### src/sv/mte_pkg.sv
// Shared types and constants for the MIDI track event encoder.
`default_nettype none

package mte_pkg;

    localparam int MAX_BYTES = 9;
    localparam int CNT_W     = $clog2(MAX_BYTES + 1);
    localparam int IDX_W     = $clog2(MAX_BYTES);
    localparam int VLQ_MAX   = 4;

    localparam logic [7:0]  SYSEX_STATUS = 8'hF0;
    localparam logic [7:0]  META_STATUS  = 8'hFF;
    localparam logic [7:0]  EOT_TYPE     = 8'h2F;
    localparam logic [7:0]  ZERO_BYTE    = 8'h00;
    localparam logic [27:0] VLQ_GT3      = 28'hfe00000;
    localparam logic [27:0] VLQ_GT2      = 28'hfffc000;
    localparam logic [27:0] VLQ_GT1      = 28'hfffff80;

    typedef enum logic [1:0] {
        CMD_START = 2'd0,
        CMD_DATA  = 2'd1,
        CMD_END   = 2'd2
    } cmd_t;

    typedef struct packed {
        logic [VLQ_MAX-1:0][7:0] bytes;
        logic [2:0]              n;
    } vlq_t;

    typedef struct packed {
        logic [MAX_BYTES-1:0][7:0] bytes;
        logic [CNT_W-1:0]          cnt;
        logic [31:0]               base;
    } burst_t;

    // Bytes of a VLQ, most significant group first.
    function automatic vlq_t vlq_enc(input logic [27:0] v);
        vlq_t       r;
        logic [2:0] pos;
        if ((v & VLQ_GT3) != 28'd0) begin
            r.n = 3'd4;
        end else if ((v & VLQ_GT2) != 28'd0) begin
            r.n = 3'd3;
        end else if ((v & VLQ_GT1) != 28'd0) begin
            r.n = 3'd2;
        end else begin
            r.n = 3'd1;
        end
        for (int k = 0; k < VLQ_MAX; k++) begin
            pos = r.n - 3'd1 - 3'(k);
            r.bytes[k] = {(3'(k) != r.n - 3'd1), v[7 * pos[1:0] +: 7]};
        end
        return r;
    endfunction

endpackage

`default_nettype wire

### src/sv/mte_encoder.sv
// Event encoder: tick delta, sysex header, data byte and end-of-track bytes into a burst register.
`default_nettype none

module mte_encoder
    import mte_pkg::*;
(
    input  wire logic        aclk,
    input  wire logic        aresetn,
    input  wire logic        in_valid,
    output logic             in_ready,
    input  wire logic [1:0]  cmd,
    input  wire logic [31:0] tick,
    input  wire logic        sysex,
    input  wire logic [27:0] msg_length,
    input  wire logic [7:0]  data_byte,
    input  wire logic        pop,
    output burst_t           burst,
    output logic             burst_valid
);

    logic [31:0] prev_tick_reg, prev_tick_next;
    logic        started_reg, started_next;
    logic [31:0] byte_total_reg, byte_total_next;
    burst_t      burst_reg, burst_next;
    logic        burst_valid_reg, burst_valid_next;

    logic [27:0] delta;
    vlq_t        vlq_d, vlq_l;
    logic        accept;
    cmd_t        cmd_c;

    assign in_ready    = !burst_valid_reg || pop;
    assign accept      = in_valid && in_ready;
    assign burst       = burst_reg;
    assign burst_valid = burst_valid_reg;
    assign cmd_c       = cmd_t'(cmd);

    assign delta = 28'(tick - (started_reg ? prev_tick_reg : tick));
    assign vlq_d = vlq_enc(delta);
    assign vlq_l = vlq_enc(msg_length);

    always_comb begin
        logic [3:0] off;
        off              = '0;
        prev_tick_next   = prev_tick_reg;
        started_next     = started_reg;
        byte_total_next  = byte_total_reg;
        burst_next       = burst_reg;
        burst_valid_next = burst_valid_reg && !pop;
        if (accept) begin
            burst_next.base  = byte_total_reg;
            burst_next.bytes = '0;
            burst_next.cnt   = '0;
            unique case (cmd_c)
                CMD_START: begin
                    started_next   = 1'b1;
                    prev_tick_next = tick;
                    for (int p = 0; p < MAX_BYTES; p++) begin
                        off = 4'(p) - {1'b0, vlq_d.n} - 4'd1;
                        if (4'(p) < {1'b0, vlq_d.n}) begin
                            burst_next.bytes[p] = vlq_d.bytes[p[1:0]];
                        end else if (4'(p) == {1'b0, vlq_d.n}) begin
                            burst_next.bytes[p] = SYSEX_STATUS;
                        end else begin
                            burst_next.bytes[p] = vlq_l.bytes[off[1:0]];
                        end
                    end
                    burst_next.cnt = sysex ? CNT_W'(vlq_d.n) + CNT_W'(vlq_l.n) + CNT_W'(1)
                                           : CNT_W'(vlq_d.n);
                end
                CMD_DATA: begin
                    if (started_reg) begin
                        burst_next.bytes[0] = data_byte;
                        burst_next.cnt      = CNT_W'(1);
                    end
                end
                CMD_END: begin
                    if (started_reg) begin
                        burst_next.bytes[0] = ZERO_BYTE;
                        burst_next.bytes[1] = META_STATUS;
                        burst_next.bytes[2] = EOT_TYPE;
                        burst_next.bytes[3] = ZERO_BYTE;
                        burst_next.cnt      = CNT_W'(4);
                    end
                end
                default: begin
                end
            endcase
            if (cmd_c == CMD_END && started_reg) begin
                started_next    = 1'b0;
                prev_tick_next  = '0;
                byte_total_next = '0;
            end else begin
                byte_total_next = byte_total_reg + 32'(burst_next.cnt);
            end
            burst_valid_next = (burst_next.cnt != '0);
        end
    end

    always_ff @(posedge aclk) begin
        if (!aresetn) begin
            prev_tick_reg   <= '0;
            started_reg     <= 1'b0;
            byte_total_reg  <= '0;
            burst_valid_reg <= 1'b0;
        end else begin
            prev_tick_reg   <= prev_tick_next;
            started_reg     <= started_next;
            byte_total_reg  <= byte_total_next;
            burst_valid_reg <= burst_valid_next;
        end
        burst_reg <= burst_next;
    end

endmodule

`default_nettype wire

### src/sv/mte_serializer.sv
// Burst serializer: one track byte per transaction through the output register.
`default_nettype none

module mte_serializer
    import mte_pkg::*;
(
    input  wire logic         aclk,
    input  wire logic         aresetn,
    input  wire burst_t       burst,
    input  wire logic         burst_valid,
    output logic              pop,
    output logic              out_valid,
    input  wire logic         out_ready,
    output logic [7:0]        out_byte,
    output logic              out_last,
    output logic [31:0]       out_len
);

    logic [IDX_W-1:0] idx_reg, idx_next;
    logic             valid_reg, valid_next;
    logic [7:0]       byte_reg, byte_next;
    logic             last_reg, last_next;
    logic [31:0]      len_reg, len_next;
    logic             adv;
    logic             at_end;

    assign adv       = !valid_reg || out_ready;
    assign at_end    = (CNT_W'(idx_reg) == burst.cnt - CNT_W'(1));
    assign pop       = burst_valid && adv && at_end;
    assign out_valid = valid_reg;
    assign out_byte  = byte_reg;
    assign out_last  = last_reg;
    assign out_len   = len_reg;

    always_comb begin
        idx_next   = idx_reg;
        valid_next = valid_reg && !out_ready;
        byte_next  = byte_reg;
        last_next  = last_reg;
        len_next   = len_reg;
        if (adv && burst_valid) begin
            valid_next = 1'b1;
            byte_next  = burst.bytes[idx_reg];
            last_next  = at_end;
            len_next   = ((idx_reg == '0) ? burst.base : len_reg) + 32'd1;
            idx_next   = at_end ? '0 : idx_reg + IDX_W'(1);
        end
    end

    always_ff @(posedge aclk) begin
        if (!aresetn) begin
            idx_reg   <= '0;
            valid_reg <= 1'b0;
        end else begin
            idx_reg   <= idx_next;
            valid_reg <= valid_next;
        end
        byte_reg <= byte_next;
        last_reg <= last_next;
        len_reg  <= len_next;
    end

    a_cnt_nonzero: assert property (@(posedge aclk) disable iff (!aresetn)
        burst_valid |-> burst.cnt != '0)
        else $error("burst held with no bytes");

    a_idx_in_range: assert property (@(posedge aclk) disable iff (!aresetn)
        burst_valid |-> CNT_W'(idx_reg) < burst.cnt)
        else $error("byte index past burst length");

    a_idle_idx: assert property (@(posedge aclk) disable iff (!aresetn)
        !burst_valid |-> idx_reg == '0)
        else $error("byte index not cleared between bursts");

    a_len_step: assert property (@(posedge aclk) disable iff (!aresetn)
        valid_reg && out_ready && !last_reg |=>
            valid_reg && len_reg == $past(len_reg) + 32'd1)
        else $error("track length did not step within a burst");

endmodule

`default_nettype wire

### src/sv/midi_track_event_encoder.sv
// Top level of the MIDI track event encoder.
// Input channel s_*: one transaction per item. s_tuser[1:0] is the command
// (start event, data byte, end of track); s_tdata carries tick, sysex flag,
// sysex length and data byte. Output channel m_*: one transaction per track
// byte, m_tlast on the final byte an item causes, m_tdata holding the byte
// and the running track byte count (the MTrk chunk length).
// The first byte of an item is offered after it has passed through the burst
// register and then the output register. Throughput: one output byte per
// cycle while m_tready is high, set by the single byte-wide output register.
// An item makes 1 byte for a data byte, 4 for end of track, 1 to 4 for a
// plain event and up to 9 for a sysex event. An item that makes no bytes is
// accepted but leaves no burst. A new item is taken in the cycle the last
// byte of the previous one moves into the output register.
// Reset (aresetn low, synchronous) empties both registers and clears the
// tick, open-track flag and byte count. When m_tready is low the output
// register holds its transaction and the input stalls once a burst waits.
`default_nettype none

module midi_track_event_encoder
    import mte_pkg::*;
(
    input  wire logic        aclk,
    input  wire logic        aresetn,
    input  wire logic        s_tvalid,
    output logic             s_tready,
    // [31:0] tick, [32] sysex, [60:33] msg_length, [68:61] data_byte, [71:69] zero
    input  wire logic [71:0] s_tdata,
    // [1:0] cmd
    input  wire logic [1:0]  s_tuser,
    output logic             m_tvalid,
    input  wire logic        m_tready,
    // [7:0] out_byte, [39:8] track_length
    output logic [39:0]      m_tdata,
    output logic             m_tlast
);

    burst_t      burst;
    logic        burst_valid;
    logic        pop;
    logic [7:0]  out_byte;
    logic [31:0] out_len;

    mte_encoder u_encoder (
        .aclk        (aclk),
        .aresetn     (aresetn),
        .in_valid    (s_tvalid),
        .in_ready    (s_tready),
        .cmd         (s_tuser),
        .tick        (s_tdata[31:0]),
        .sysex       (s_tdata[32]),
        .msg_length  (s_tdata[60:33]),
        .data_byte   (s_tdata[68:61]),
        .pop         (pop),
        .burst       (burst),
        .burst_valid (burst_valid)
    );

    mte_serializer u_serializer (
        .aclk        (aclk),
        .aresetn     (aresetn),
        .burst       (burst),
        .burst_valid (burst_valid),
        .pop         (pop),
        .out_valid   (m_tvalid),
        .out_ready   (m_tready),
        .out_byte    (out_byte),
        .out_last    (m_tlast),
        .out_len     (out_len)
    );

    assign m_tdata = {out_len, out_byte};

endmodule

`default_nettype wire

### config.mk
export PLATFORM = sky130hd
export DESIGN_NAME = midi_track_event_encoder
export DESIGN_NICKNAME = d
export VERILOG_FILES = /design/src/sv/mte_pkg.sv /design/src/sv/mte_encoder.sv /design/src/sv/mte_serializer.sv /design/src/sv/midi_track_event_encoder.sv
export SDC_FILE = /design/constraint.sdc
export NUM_CORES = 1
export LEC_CHECK = 0
export ABC_AREA = 1
export BUFFER_PORTS_ARGS = -buffer_cell sky130_fd_sc_hd__clkbuf_2
export CELL_PAD_IN_SITES_DETAIL_PLACEMENT = 2
export CELL_PAD_IN_SITES_GLOBAL_PLACEMENT = 2
export CORE_UTILIZATION = 35
export DETAILED_ROUTE_END_ITERATION = 10
export GPL_TIMING_DRIVEN = 0
export PLACE_DENSITY_LB_ADDON = 0.1
export SLEW_MARGIN = 5
export SYNTH_ARGS = -nofsm -noshare
export SYNTH_HDL_FRONTEND = slang
export SYNTH_SLANG_ARGS = --single-unit
### constraint.sdc
create_clock -name aclk -period 7.7 [get_ports aclk]
set_clock_uncertainty 0.2 [all_clocks]
set_input_delay 1.155 -clock aclk [delete_from_list [all_inputs] [get_ports aclk]]
set_output_delay 1.155 -clock aclk [all_outputs]
set_load 0.02 [all_outputs]
### Word-level counts from Yosys, hierarchy flattened

Index checks and enable logic that the tools add are counted.

* bits in registers: 216
* input bits: 78
* output and inout port bits: 43
* word-level logic and storage cells: 190

* add/subtract/negate cells: 33
* multiply operators: 8
* magnitude comparators: 18
* eq/ne operators: 16
* shift-type cells: 8
* multiplexer cells: 58
* bitwise gates (word level): 1
* reduce and logical (&&, ||, !) cells: 27

Operators by type and width (number)
* 28-bit by 6-bit variable part select with 7-bit output: 8
* 8-bit two-way mux: 26
* 28-bit nonzero test: 6
* 8-bit binary-select mux with 2-bit select: 9
* 28-bit two-way mux: 3
* 32-bit two-way mux: 2
* 24-bit case mux with 2 select lines: 1
* 3-bit by 2-bit multiplier with 5-bit output (first input constant): 8
* 12-bit case mux with 3 select lines: 1
* 32-bit by 1-bit adder with 32-bit output (second input constant): 1
* 32-bit by 4-bit adder with 32-bit output: 1
* 8-bit binary-select mux with 4-bit select: 1
* 28-bit subtractor: 1
* 2-bit by 3-bit < comparator with 1-bit output (second input constant): 9
* 26-bit two-way mux: 1
* 12-bit two-way mux: 2
* 2-bit by 1-bit subtractor with 2-bit output (second input constant): 11
* 3-bit == test (first input constant): 4
* 2-bit by 3-bit inequality test with 1-bit output (first input constant): 4
* 1-bit by 2-bit subtractor with 2-bit output (first input constant): 5
* 3-bit < comparator (first input constant): 3
* 3-bit two-way mux: 3
* 4-bit by 1-bit adder with 4-bit output (second input constant): 2
* 4-bit two-way mux: 2
* 29 further kinds: 55

### Logic depth before layout (Yosys ltp)

Gate-level depths: netlist of the first run.

* depth after elaboration: 16
* depth in mapped cells: 49
* depth with buffers taken out: 44

### Modules after synthesis

A second synthesis of the first run with hierarchy kept.

* cells, all modules: 2313
* area total of the unflattened synthesis: 15881.5 um^2

By module, submodules not included
* mte_encoder: times used 1, cells each 1680, area an instance 11721.2 um^2, seq. area each 4484.3 um^2
* mte_serializer: times used 1, cells each 633, area an instance 4160.2 um^2, seq. area each 1331.3 um^2

### Worst setup path before layout of the first run

No wires, ideal clock.

* path type: input-to-reg
* start point: input m_tready
* end point: register u_encoder.byte_total_reg[6]
* library setup time: 0.078 ns
* arrival: 6.479 ns
* required time: 7.422 ns
* setup slack: 0.944 ns
* stages on the path: 11
* path buffers: 1
* cell sequence: inv_1 > nand2_1 > nand2_1 > inv_1 > nand2_1 > nand2_2 > nand2_2 > clkinv_1 > clkbuf_1 > nand4_1 > a21oi_1

* word-level cells in the longest chain between the ends: 5

RTL lines
* start, declared: line midi_track_event_encoder.sv:31 `input wire logic m_tready,`
* 1-bit logical OR: line mte_serializer.sv:27 `assign adv = !valid_reg || out_ready;`
* 1-bit logical AND (2 in series): line mte_serializer.sv:29 `assign pop = burst_valid && adv && at_end;`
* 1-bit logical OR: line mte_encoder.sv:32 `assign in_ready = !burst_valid_reg || pop;`
* via s_tready: line midi_track_event_encoder.sv:25 `output logic s_tready,`
* 1-bit logical AND: line mte_encoder.sv:33 `assign accept = in_valid && in_ready;`
* via u_encoder.accept: line mte_encoder.sv:29 `logic accept;`
* end signal, assigned: line mte_encoder.sv:109 `byte_total_reg <= byte_total_next;`
* end, declared: line mte_encoder.sv:23 `logic [31:0] byte_total_reg, byte_total_next;`

The timed path passes the listed nets, and every way through them passes these cells.
A chain may end at the register's enable or synchronous reset.

### Worst setup path after layout of the first run

* start point: input s_tdata[0]
* end point: register u_encoder.byte_total_reg[22]

* word-level cells in the longest chain between the ends: 13
* elaborated cells between the ends (all ways): 15
* classes of those cells: add/sub: 4; mux: 8; reduce/logical: 3

RTL lines
* start, declared: line midi_track_event_encoder.sv:27 `input wire logic [71:0] s_tdata,`
* 28-bit two-way mux: line mte_encoder.sv:38 `assign delta = 28'(tick - (started_reg ? prev_tick_reg : tick));`
* 28-bit subtractor (*): line mte_encoder.sv:38
* 28-bit nonzero test: line mte_pkg.sv:44 `end else if ((v & VLQ_GT1) != 28'd0) begin`
* 2-bit two-way mux: line mte_pkg.sv:44
* 2-bit two-way mux: line mte_pkg.sv:42 `end else if ((v & VLQ_GT2) != 28'd0) begin`
* 3-bit two-way mux (*): line mte_pkg.sv:40 `if ((v & VLQ_GT3) != 28'd0) begin`
* 3-bit by 3-bit adder with 4-bit output: line mte_encoder.sv:68 `burst_next.cnt = sysex ? CNT_W'(vlq_d.n) + CNT_W'(vlq_l.n) + CNT_W'(1)`
* 4-bit by 1-bit adder with 4-bit output: line mte_encoder.sv:68
* 4-bit two-way mux (*): line mte_encoder.sv:68
* 12-bit case mux with 3 select lines (*): line mte_encoder.sv:54 `unique case (cmd_c)`
* 12-bit two-way mux (*): line mte_encoder.sv:50 `if (accept) begin`
* 32-bit by 4-bit adder with 32-bit output (*): line mte_encoder.sv:94 `byte_total_next = byte_total_reg + 32'(burst_next.cnt);`
* 32-bit two-way mux (*): line mte_encoder.sv:89 `if (cmd_c == CMD_END && started_reg) begin`

Mark *: on every way between the ends. The rest lies on a longest branch, timed or not. The select of a mux whose other input is x is not followed.

==> flow_summary.ini, run 1 <==
[synth]
synth_area_mm2 = 0.01473
ys.flop_type = edfxtp_1
synth_cells = 2025
yosysSeqAreaShare_pct = 39.47
synthTopCellsByArea = edfxtp_1, nand2_1, dfxtp_1, inv_1, nor2_1
ys_types = 53
yosys.area.top_type_share_pct = 30.37
ys_ff_latch = 216
syn_area_per_cell_um2 = 7.275
ys_warn_count = 0
syn_nets = 2148
synth_top_area_cell = edfxtp_1
synth-edff-count = 149
synthArstFlopShare_pct = 0

[drt]
routed_wl_um = 56060
post-route-drc-count = 0
viasPerCell = 5.243
ant_nets = 0
first_pass_iters = 5
vias = 14300
drt_iter0_drc = 668
wl_per_cell_um = 20.56

[setup_path]
slowest_stage = fa_2
cp_max_fo = 10
cp_data_arrival_time_ns = 7.41
required_ns = 7.97
startpoint_type = input pin
r2r_start = u_encoder.started_reg$_SDFFE_PN0P_
slowest_delay_ns = 0.42
cp-startpoint = s_tdata[0]
path_common_cell = nand2_1
crit_type = in2reg
critPathCaptureType = flop

[timing]
relSlewSlack_pct = 38.38
fin_crit_sh_pct = 92.78
worstMarginPinSlew_ns = 0.9243
drv_slew = 0
whs_ns = 0.2678
fin_crit_ns = 7.144
max_freq_ghz = 0.1400
post-route-worst-setup-slack_ns = 0.5558
final_hold_viol_count = 0
setup-violations-final = 0

[placement]
io_buffers = 113
placed_area_mm2 = 0.01602
place_congestion = 0.8749
place_inst = 2672
dp_slack_ns = -1.174
dp_hpwl_um = 45440

[power_and_ir_drop]
p_sw_uw = 1069
ir_drop_mv = 0.1566
p_comb_share_pct = 23.1
p_int_uw = 2225
p_leak_uw = 0.007497
clkPwrFrac_pct = 35.5
switching_share_pct = 32.45
power_density_mw_per_mm2 = 194.7
seqPwrFrac_pct = 41.4

[finish]
stdcell_count = 2727
fillCellCount = 4889
layout.nets = 2297
drive_gt1_share_pct = 11.71
final_common_cell = nand2_1
area_growth_pct = 14.82
design_area_mm2 = 0.01692
final_cell_mix = nand2_1, inv_1, nor2_1
largest_reg_flops = 108

[floorplan]
core-area_mm2 = 0.04120
dieHeight_um = 207.2
die_area_mm2 = 0.04292
initial_core_util_pct = 35.76
ios = 121
num_rows = 74
die_w_um = 207.2

[status]
status = complete, no violations

[global_route]
first_global_vias = 15490
globalRouteOverflowTotal = 0
gr-usage-all-layers_pct = 25.88
grt_max_degree = 63
antenna_found_initial = 1
grt_first_pass_wirelength_um = 87850

[clocking]
clk_pin_slew_ns = 0.06
cts_tree = built
clkLatencyLatePin_ns = 0.56
clock_path_buffers = 3
cts_buffers = 26
cts_sinks = 216
h-tree-depth = 1
cts-root-buf = clkbuf_16
cts_hold_buf = 0

[flow_run]
cap_violations = 0

[min_path]
min_from = u_encoder.prev_tick_reg[5]$_SDFFE_PN0P_
holdCritPathClass = reg2reg
==> cell families (layout without fill, tap and decap cells) <==
kind of cell               after synthesis  in the layout  share of synthesized area (%)
and+or+nand+nor                       1025           1025                          29.89
adders and majority gates               45             45                          3.975
xor gates and xnor gates                51             51                          3.032
muxes                                   50             50                          3.406
buffers and inverters                  336            505                          9.146
DFF                                    216            216                          39.47
other                                    0              1                              0
AOI/OAI and AO/OA                      302            302                          11.07
==> critical path: cells and delay by family <==
family | cells | cell delay (ns)
buf+inv | 9 | 0.92
xor+xnor | 1 | 0.17
simple gates | 26 | 3.39
compound gates | 2 | 0.29
fa+ha+maj | 5 | 1.50
==> power groups by stage <==
| stage | Combinational [uW] | Sequential [uW] | Clock [uW] |
|---|---|---|---|
| 6_report | 762 | 1360 | 1170 |
| 3_5_place_dp | 758 | 1390 | 0 |
| 3_3_place_gp | 719 | 1390 | 0 |
| 4_1_cts | 766 | 1360 | 1190 |
| 2_1_floorplan | 473 | 1400 | 0 |
| 5_1_grt | 841 | 1370 | 1230 |
==> Yosys cell counts, types with 13 or more instances <==
| master | count |
|---|---|
| o21ai_1 | 30 |
| xnor2_1 | 18 |
| mux2i_1 | 49 |
| dfxtp_1 | 67 |
| xor2_1 | 33 |
| inv_1 | 248 |
| inv_2 | 14 |
| nor3_1 | 28 |
| ha_1 | 42 |
| nand4_1 | 29 |
| nor2_1 | 206 |
| nand2_1 | 555 |
| buf_2 | 15 |
| o22ai_1 | 13 |
| clkbuf_1 | 40 |
| edfxtp_1 | 149 |
| o21ai_0 | 125 |
| a21oi_1 | 97 |
| nand2_2 | 13 |
| nand3_1 | 139 |
==> metrics by stage <==
stage	total power (uW)	TNS (ns)	utilization [%]
after floorplan	1869	0	-
after global placement	2109	-159.49	38.75
after detailed placement	2145	-17.43	38.87
after CTS	3322	0	40.87
after global routing	3444	-0.05176	41.05
final	3294	0	41.06
==> worst paths after layout <==
kind,cells after the start,to,slack [ns]
min reg2reg,2,u_encoder.prev_tick_reg[5]$_SDFFE_PN0P_,0.27
min,2,u_encoder.prev_tick_reg[5]$_SDFFE_PN0P_,0.27
max reg2reg,44,u_encoder.byte_total_reg[22]$_SDFFE_PN0P_,0.58
max,43,u_encoder.byte_total_reg[22]$_SDFFE_PN0P_,0.56
==> cell type report <==
cell class / count / area (um2) / area share (%)
clock buffer: 37 / 733.2 / 4.334
antenna: 1 / 2.502 / 0.01479
timing repair buffer: 123 / 673.1 / 3.979
sequential: 216 / 5817 / 34.39
buffer: 68 / 352.8 / 2.086
inverter: 266 / 1006 / 5.947
multi-input combinational: 1473 / 7609 / 44.98
clock inverter: 11 / 57.56 / 0.3402
tap: 532 / 665.6 / 3.935
==> layer usage <==
| metal | part of all wire, % | GRT usage, % | wire length (um) | up-vias |
|---|---|---|---|---|
| met4 | 2.1 | 6.150 | 1179 | 2 |
| met3 | 2.8 | 2.335 | 1563 | 74 |
| met5 | 0.016 | 0 | 9 | - |
| met2 | 49 | 46.02 | 27640 | 220 |
| met1 | 46 | 33.76 | 25670 | 7042 |
| li1 | - | - | - | 6959 |
==> timing repair <==
action,in CTS,in global routing
setup endpoints to repair,29,14
pin swaps,0,3
resized for setup,13,9
buffers inserted,0,8
(Power assumes the default switching activity.)
==> run 2, diff against run 1 <==
--- a/config.mk
+++ b/config.mk
@@ -9,7 +9,7 @@
 export BUFFER_PORTS_ARGS = -buffer_cell sky130_fd_sc_hd__clkbuf_2
 export CELL_PAD_IN_SITES_DETAIL_PLACEMENT = 2
 export CELL_PAD_IN_SITES_GLOBAL_PLACEMENT = 2
-export CORE_UTILIZATION = 35
+export CORE_UTILIZATION = 30
 export DETAILED_ROUTE_END_ITERATION = 10
 export GPL_TIMING_DRIVEN = 0
 export PLACE_DENSITY_LB_ADDON = 0.1
==> flow_summary.ini, run 2 (same netlist as run 1, synthesis figures left out) <==
[power_and_ir_drop]
ir_drop_mv = 0.1358
seqPwrFrac_pct = 40.3
clkPwrFrac_pct = 37.0
switching_share_pct = 32.22
p_comb_share_pct = 22.7
power_density_mw_per_mm2 = 197.1
p_int_uw = 2284
p_sw_uw = 1086
p_leak_uw = 0.007531

[setup_path]
cp_data_arrival_time_ns = 7.41
startpoint_type = input pin
required_ns = 7.98
cp_max_fo = 10
slowest_stage = fa_2
crit_type = in2reg
r2r_slack_ns = 0.58
critPathCaptureType = flop
r2r_end = u_encoder.byte_total_reg[29]$_SDFFE_PN0P_
path_common_cell = nand2_1
r2r_cells = 41
r2r_start = u_encoder.started_reg$_SDFFE_PN0P_
slowest_delay_ns = 0.41

[drt]
wl_per_cell_um = 20.02
vias = 14150
post-route-drc-count = 0
first_pass_iters = 4
ant_nets = 0
viasPerCell = 5.040
routed_wl_um = 56210
drt_iter0_drc = 601

[timing]
worstMarginPinSlew_ns = 0.8766
post-route-worst-setup-slack_ns = 0.5754
fin_crit_sh_pct = 92.53
fin_tns_setup_ns = 0
fin_crit_ns = 7.125
drv_slew = 0
setup-violations-final = 0
relSlewSlack_pct = 41.17
max_freq_ghz = 0.1404
final_hold_viol_count = 0

[clocking]
clk_pin_slew_ns = 0.06
cts_sinks = 216
cts_tree = built
clkLatencyLatePin_ns = 0.56
cts-root-buf = clkbuf_16
cts_buffers = 27
clock_path_buffers = 3
cts_hold_buf = 0
h-tree-depth = 1

[floorplan]
num_rows = 80
die_area_mm2 = 0.05000
ios = 121
initial_core_util_pct = 30.66
die_w_um = 223.6
dieHeight_um = 223.6
core-area_mm2 = 0.04805

[placement]
io_buffers = 113
place_congestion = 0.8539
dp_hpwl_um = 46000
dp_slack_ns = -1.271

[flow_run]
cap_violations = 0

[finish]
drive_gt1_share_pct = 12.04
fillCellCount = 5687
seq_area_mm2 = 0.005817
largest_reg_flops = 108
layout.nets = 2296
multi_input_area_mm2 = 0.007627
fin_util_pct = 35.59
area_growth_pct = 16.05
final_cell_mix = nand2_1, inv_1, nor2_1
diodes = 0
final_common_cell = nand2_1

[global_route]
gr-usage-all-layers_pct = 22.66
grt_max_degree = 51
globalRouteOverflowTotal = 0
first_global_vias = 15160
antenna_found_initial = 1
grt_first_pass_wirelength_um = 88800

[status]
status = complete, no violations

[min_path]
hold_depth = 2
worstHoldEndpoint = u_encoder.prev_tick_reg[9]$_SDFFE_PN0P_
min_from = u_encoder.prev_tick_reg[9]$_SDFFE_PN0P_
holdCritPathClass = reg2reg
==> run 2: power groups by stage <==
stage          clock (uW)  combinational (uW)  sequential [uW]
6_report             1250                 765             1360
3_3_place_gp            0                 731             1390
4_1_cts              1290                 773             1360
3_5_place_dp            0                 765             1380
5_1_grt              1320                 852             1370
2_1_floorplan           0                 473             1400
==> run 2: worst max path at each step <==
stage          slack, ns  depth (start not counted)                                        end                          startpoint
6_report            0.58                         45  u_encoder.byte_total_reg[29]$_SDFFE_PN0P_                          s_tdata[0]
3_3_place_gp       -1.44                         12   u_encoder.byte_total_reg[3]$_SDFFE_PN0P_                            m_tready
5_1_grt           -0.006                         46  u_encoder.byte_total_reg[29]$_SDFFE_PN0P_  u_encoder.started_reg$_SDFFE_PN0P_
4_1_cts              0.1                         45  u_encoder.byte_total_reg[29]$_SDFFE_PN0P_  u_encoder.started_reg$_SDFFE_PN0P_
2_1_floorplan       0.94                         11   u_encoder.byte_total_reg[6]$_SDFFE_PN0P_                            m_tready
3_5_place_dp       -1.27                         45  u_encoder.byte_total_reg[29]$_SDFFE_PN0P_  u_encoder.started_reg$_SDFFE_PN0P_
==> run 2: worst max-delay path, delay by kind of cell <==
| family | cells | cell delay (ns) |
|---|---|---|
| and+or+nand+nor | 25 | 3.27 |
| adders and majority gates | 5 | 1.50 |
| buffers and inverters | 9 | 0.77 |
| AOI/OAI and AO/OA | 5 | 0.50 |
| xor gates and xnor gates | 1 | 0.20 |
==> run 2: final cells by class <==
class	count	share of cell area [%]
Sequential cell	216	34.02
Multi-Input combinational cell	1473	44.61
Clock inverter	16	0.8269
Inverter	266	5.884
Tap cell	615	4.501
Buffer	69	2.093
Clock buffer	33	4.142
Timing Repair Buffer	120	3.922
==> run 2: timing repair <==
action,CTS,global route
gates resized for setup,17,10
hold endpoints to repair,0,0
setup endpoints to repair,29,11
pin swaps,1,5
setup buffers,1,3
==> run 2: metrics by stage <==
stage	area [um2]	total power (uW)	cells	hold WS [ns]
finish	17100	3370	2808	0.2631
global route	17100	3541	2808	0.2846
CTS	17040	3420	2806	0.2681
detailed placement	16150	2150	2756	0.2590
global placement	16070	2121	2753	0.2481
floorplan	14730	1869	2025	0.2290
==> run 2: layer usage <==
layer	vias up	global-route usage, %	routed length, um
met5	-	0	9
met4	2	3.336	694
met3	53	2.256	1554
met2	162	40.00	27380
met1	6973	30.38	26560
li1	6962	-	-
==> run 3, diff against run 2 <==
--- a/config.mk
+++ b/config.mk
@@ -16,4 +16,5 @@
 export SLEW_MARGIN = 5
 export SYNTH_ARGS = -nofsm -noshare
 export SYNTH_HDL_FRONTEND = slang
+export SYNTH_HIERARCHICAL = 1
 export SYNTH_SLANG_ARGS = --single-unit
==> flow_summary.ini, run 3 <==
[finish]
diodes = 0
final_common_cell = nand2_1
layout.nets = 2595
drive_gt1_share_pct = 11.95
largest_reg_flops = 108
fin_util_pct = 35.71
final_cell_mix = nand2_1, inv_1, nor2_1
fillCellCount = 6253
area_growth_pct = 16.52

[clocking]
cts_tree = built
cts_hold_buf = 0
cts_sinks = 216
clock_path_buffers = 3
clkLatencyLatePin_ns = 0.58
cts_buffers = 27
cts-root-buf = clkbuf_16
h-tree-depth = 1
clk_pin_slew_ns = 0.06

[timing]
final_hold_viol_count = 0
relSlewSlack_pct = 41.64
worstMarginPinSlew_ns = 0.8753
setup-violations-final = 0
rsz0062_at_grt = false
max_freq_ghz = 0.1404
whs_ns = 0.2182
post-route-worst-setup-slack_ns = 0.5795
fin_crit_sh_pct = 92.47
drv_slew = 0
fin_tns_setup_ns = 0
fin_crit_ns = 7.120

[drt]
top_layer_used = met5
wl_met1_um = 30700
dr_wl_met3_um = 2426
drt_iter0_drc = 713
first_pass_iters = 5
post-route-drc-count = 0
ant_nets = 0
wl_per_cell_um = 20.88
routed_wl_um = 66110
wl_met2_um = 31580
viasPerCell = 5.087
vias = 16100

[synth]
synth_most_common_cell = nand2_1
yosys.area.top_type_share_pct = 28.17
yosysSeqAreaShare_pct = 36.62
synth_area_mm2 = 0.01588
synth-compound-area-share_pct = 10.33
synthTopCellsByArea = edfxtp_1, nand2_1, dfxtp_1, inv_1, nand3_1
syn_nets = 2443
synth-edff-count = 149
ys_warn_count = 6
ys.flop_type = edfxtp_1
syn_area_per_cell_um2 = 6.866
synth_mux_area_share_pct = 1.702
synth_top_area_cell = edfxtp_1
yosys.area_share.simple_pct = 35.31
ys_types = 58
ys_ff_latch = 216
ys_top_cells_by_count = nand2_1, inv_1, nor2_1
synth_xor_xnor_area_share_pct = 2.088
synth_top_family_by_area = simple AND/OR/NAND/NOR gates
synth_cells = 2313
synth_fa_ha_area_share_pct = 4.239
synthArstFlopShare_pct = 0

[floorplan]
num_rows = 83
ios = 121
dieHeight_um = 232.1
die_area_mm2 = 0.05386
core-area_mm2 = 0.05182
initial_core_util_pct = 30.65
die_w_um = 232.1

[setup_path]
cp_max_fo = 11
crit_type = in2reg
path_common_cell = nand2_1
startpoint_type = input pin
required_ns = 7.96
slowest_stage = fa_1
critPathCaptureType = flop
cp_data_arrival_time_ns = 7.38
slowest_delay_ns = 0.40

[flow_run]
cap_violations = 0

[global_route]
globalRouteOverflowTotal = 0
first_global_vias = 17160
gr-usage-all-layers_pct = 24.66
antenna_found_initial = 3
grt_max_degree = 67
grt_first_pass_wirelength_um = 101600

[placement]
dp_hpwl_um = 54160
io_buffers = 113
place_congestion = 0.8959
dp_slack_ns = -1.244

[power_and_ir_drop]
power_density_mw_per_mm2 = 199.8
ir_drop_mv = 0.1721
power_uw = 3697
p_leak_uw = 0.008616

[min_path]
holdCritPathClass = reg2reg

[status]
status = complete, no violations
[run 3: cell types whose count changed after synthesis, sizes merged, moves of 20 or more]
| cell | change |
|---|---|
| nand2 | +234 |
| nor2 | +20 |
| inv | +24 |
| nand3b | +20 |
| mux2i | -22 |
| o21ai | -26 |
| nand3 | +50 |
[run 3: path summary, 6_finish.rpt]
check                                                              start                                         to  slack, ns  depth (start not counted)
worst max-delay path                                          s_tdata[0]  u_encoder/byte_total_reg[29]$_SDFFE_PN0P_       0.58                         46
worst min-delay path            u_encoder/byte_total_reg[6]$_SDFFE_PN0P_               u_encoder/burst[6]$_DFFE_PP_       0.22                          0
worst max register to register        u_encoder/started_reg$_SDFFE_PN0P_  u_encoder/byte_total_reg[29]$_SDFFE_PN0P_       0.61                         47
worst min register to register  u_encoder/byte_total_reg[6]$_SDFFE_PN0P_               u_encoder/burst[6]$_DFFE_PP_       0.22                          0
[run 3: repair_timing]
action,4_1_cts,5_1_grt
cloned,0,1
buffers inserted,1,7
setup endpoints to repair,21,8
pin swaps,0,3
gates resized for setup,13,18
[run 3: cell type report]
| type | count | area [um2] | share of cell area (%) |
|---|---|---|---|
| clock buffer | 31 | 720.7 | 3.895 |
| buffer | 80 | 466.7 | 2.522 |
| timing repair buffer | 125 | 718.2 | 3.881 |
| sequential | 216 | 5817 | 31.43 |
| multi-input combinational | 1724 | 8594 | 46.44 |
| clock inverter | 19 | 242.7 | 1.312 |
| tap | 680 | 850.8 | 4.598 |
| inverter | 291 | 1095 | 5.916 |
[run 3: layer usage]
metal	up-vias	global-route usage (%)
met3	80	2.714
met4	2	5.859
met1	7950	32.57
met5	-	0
li1	7818	-
met2	254	42.72
[run 3: logic make-up (layout without fill, tap and decap cells)]
kind of cell	Yosys count	after routing
AO/OA/AOI/OAI	286	286
XOR/XNOR	37	37
adder cells (fa/ha/maj)	52	52
buffers and inverters	373	546
flip-flops	216	216
multiplexers	27	27
AND/OR/NAND/NOR	1322	1322
[run 3: worst max-delay path, delay by kind of cell]
family                     cells  cell delay (ns)
and+or+nand+nor               31             3.61
adders and majority gates      5             1.48
buffers and inverters          7             0.62
AOI/OAI and AO/OA              2             0.32
xor gates and xnor gates       1             0.20
[run 3: where the power goes]
| part | total, uW | leakage, uW | switching [uW] | internal, uW |
|---|---|---|---|---|
| Combinational | 957 | 0.00614 | 680 | 276 |
| Clock | 1370 | 0.000456 | 557 | 816 |
| Sequential | 1370 | 0.00202 | 34.3 | 1330 |
| Total | 3700 | 0.00862 | 1270 | 2430 |
[run 3: metrics by stage]
stage / cells / instance area [um2]
after floorplan: 2313 / 15880
after global placement: 3106 / 17300
after detailed placement: 3109 / 17370
after CTS: 3159 / 18380
after global routing: 3166 / 18510
final: 3166 / 18510
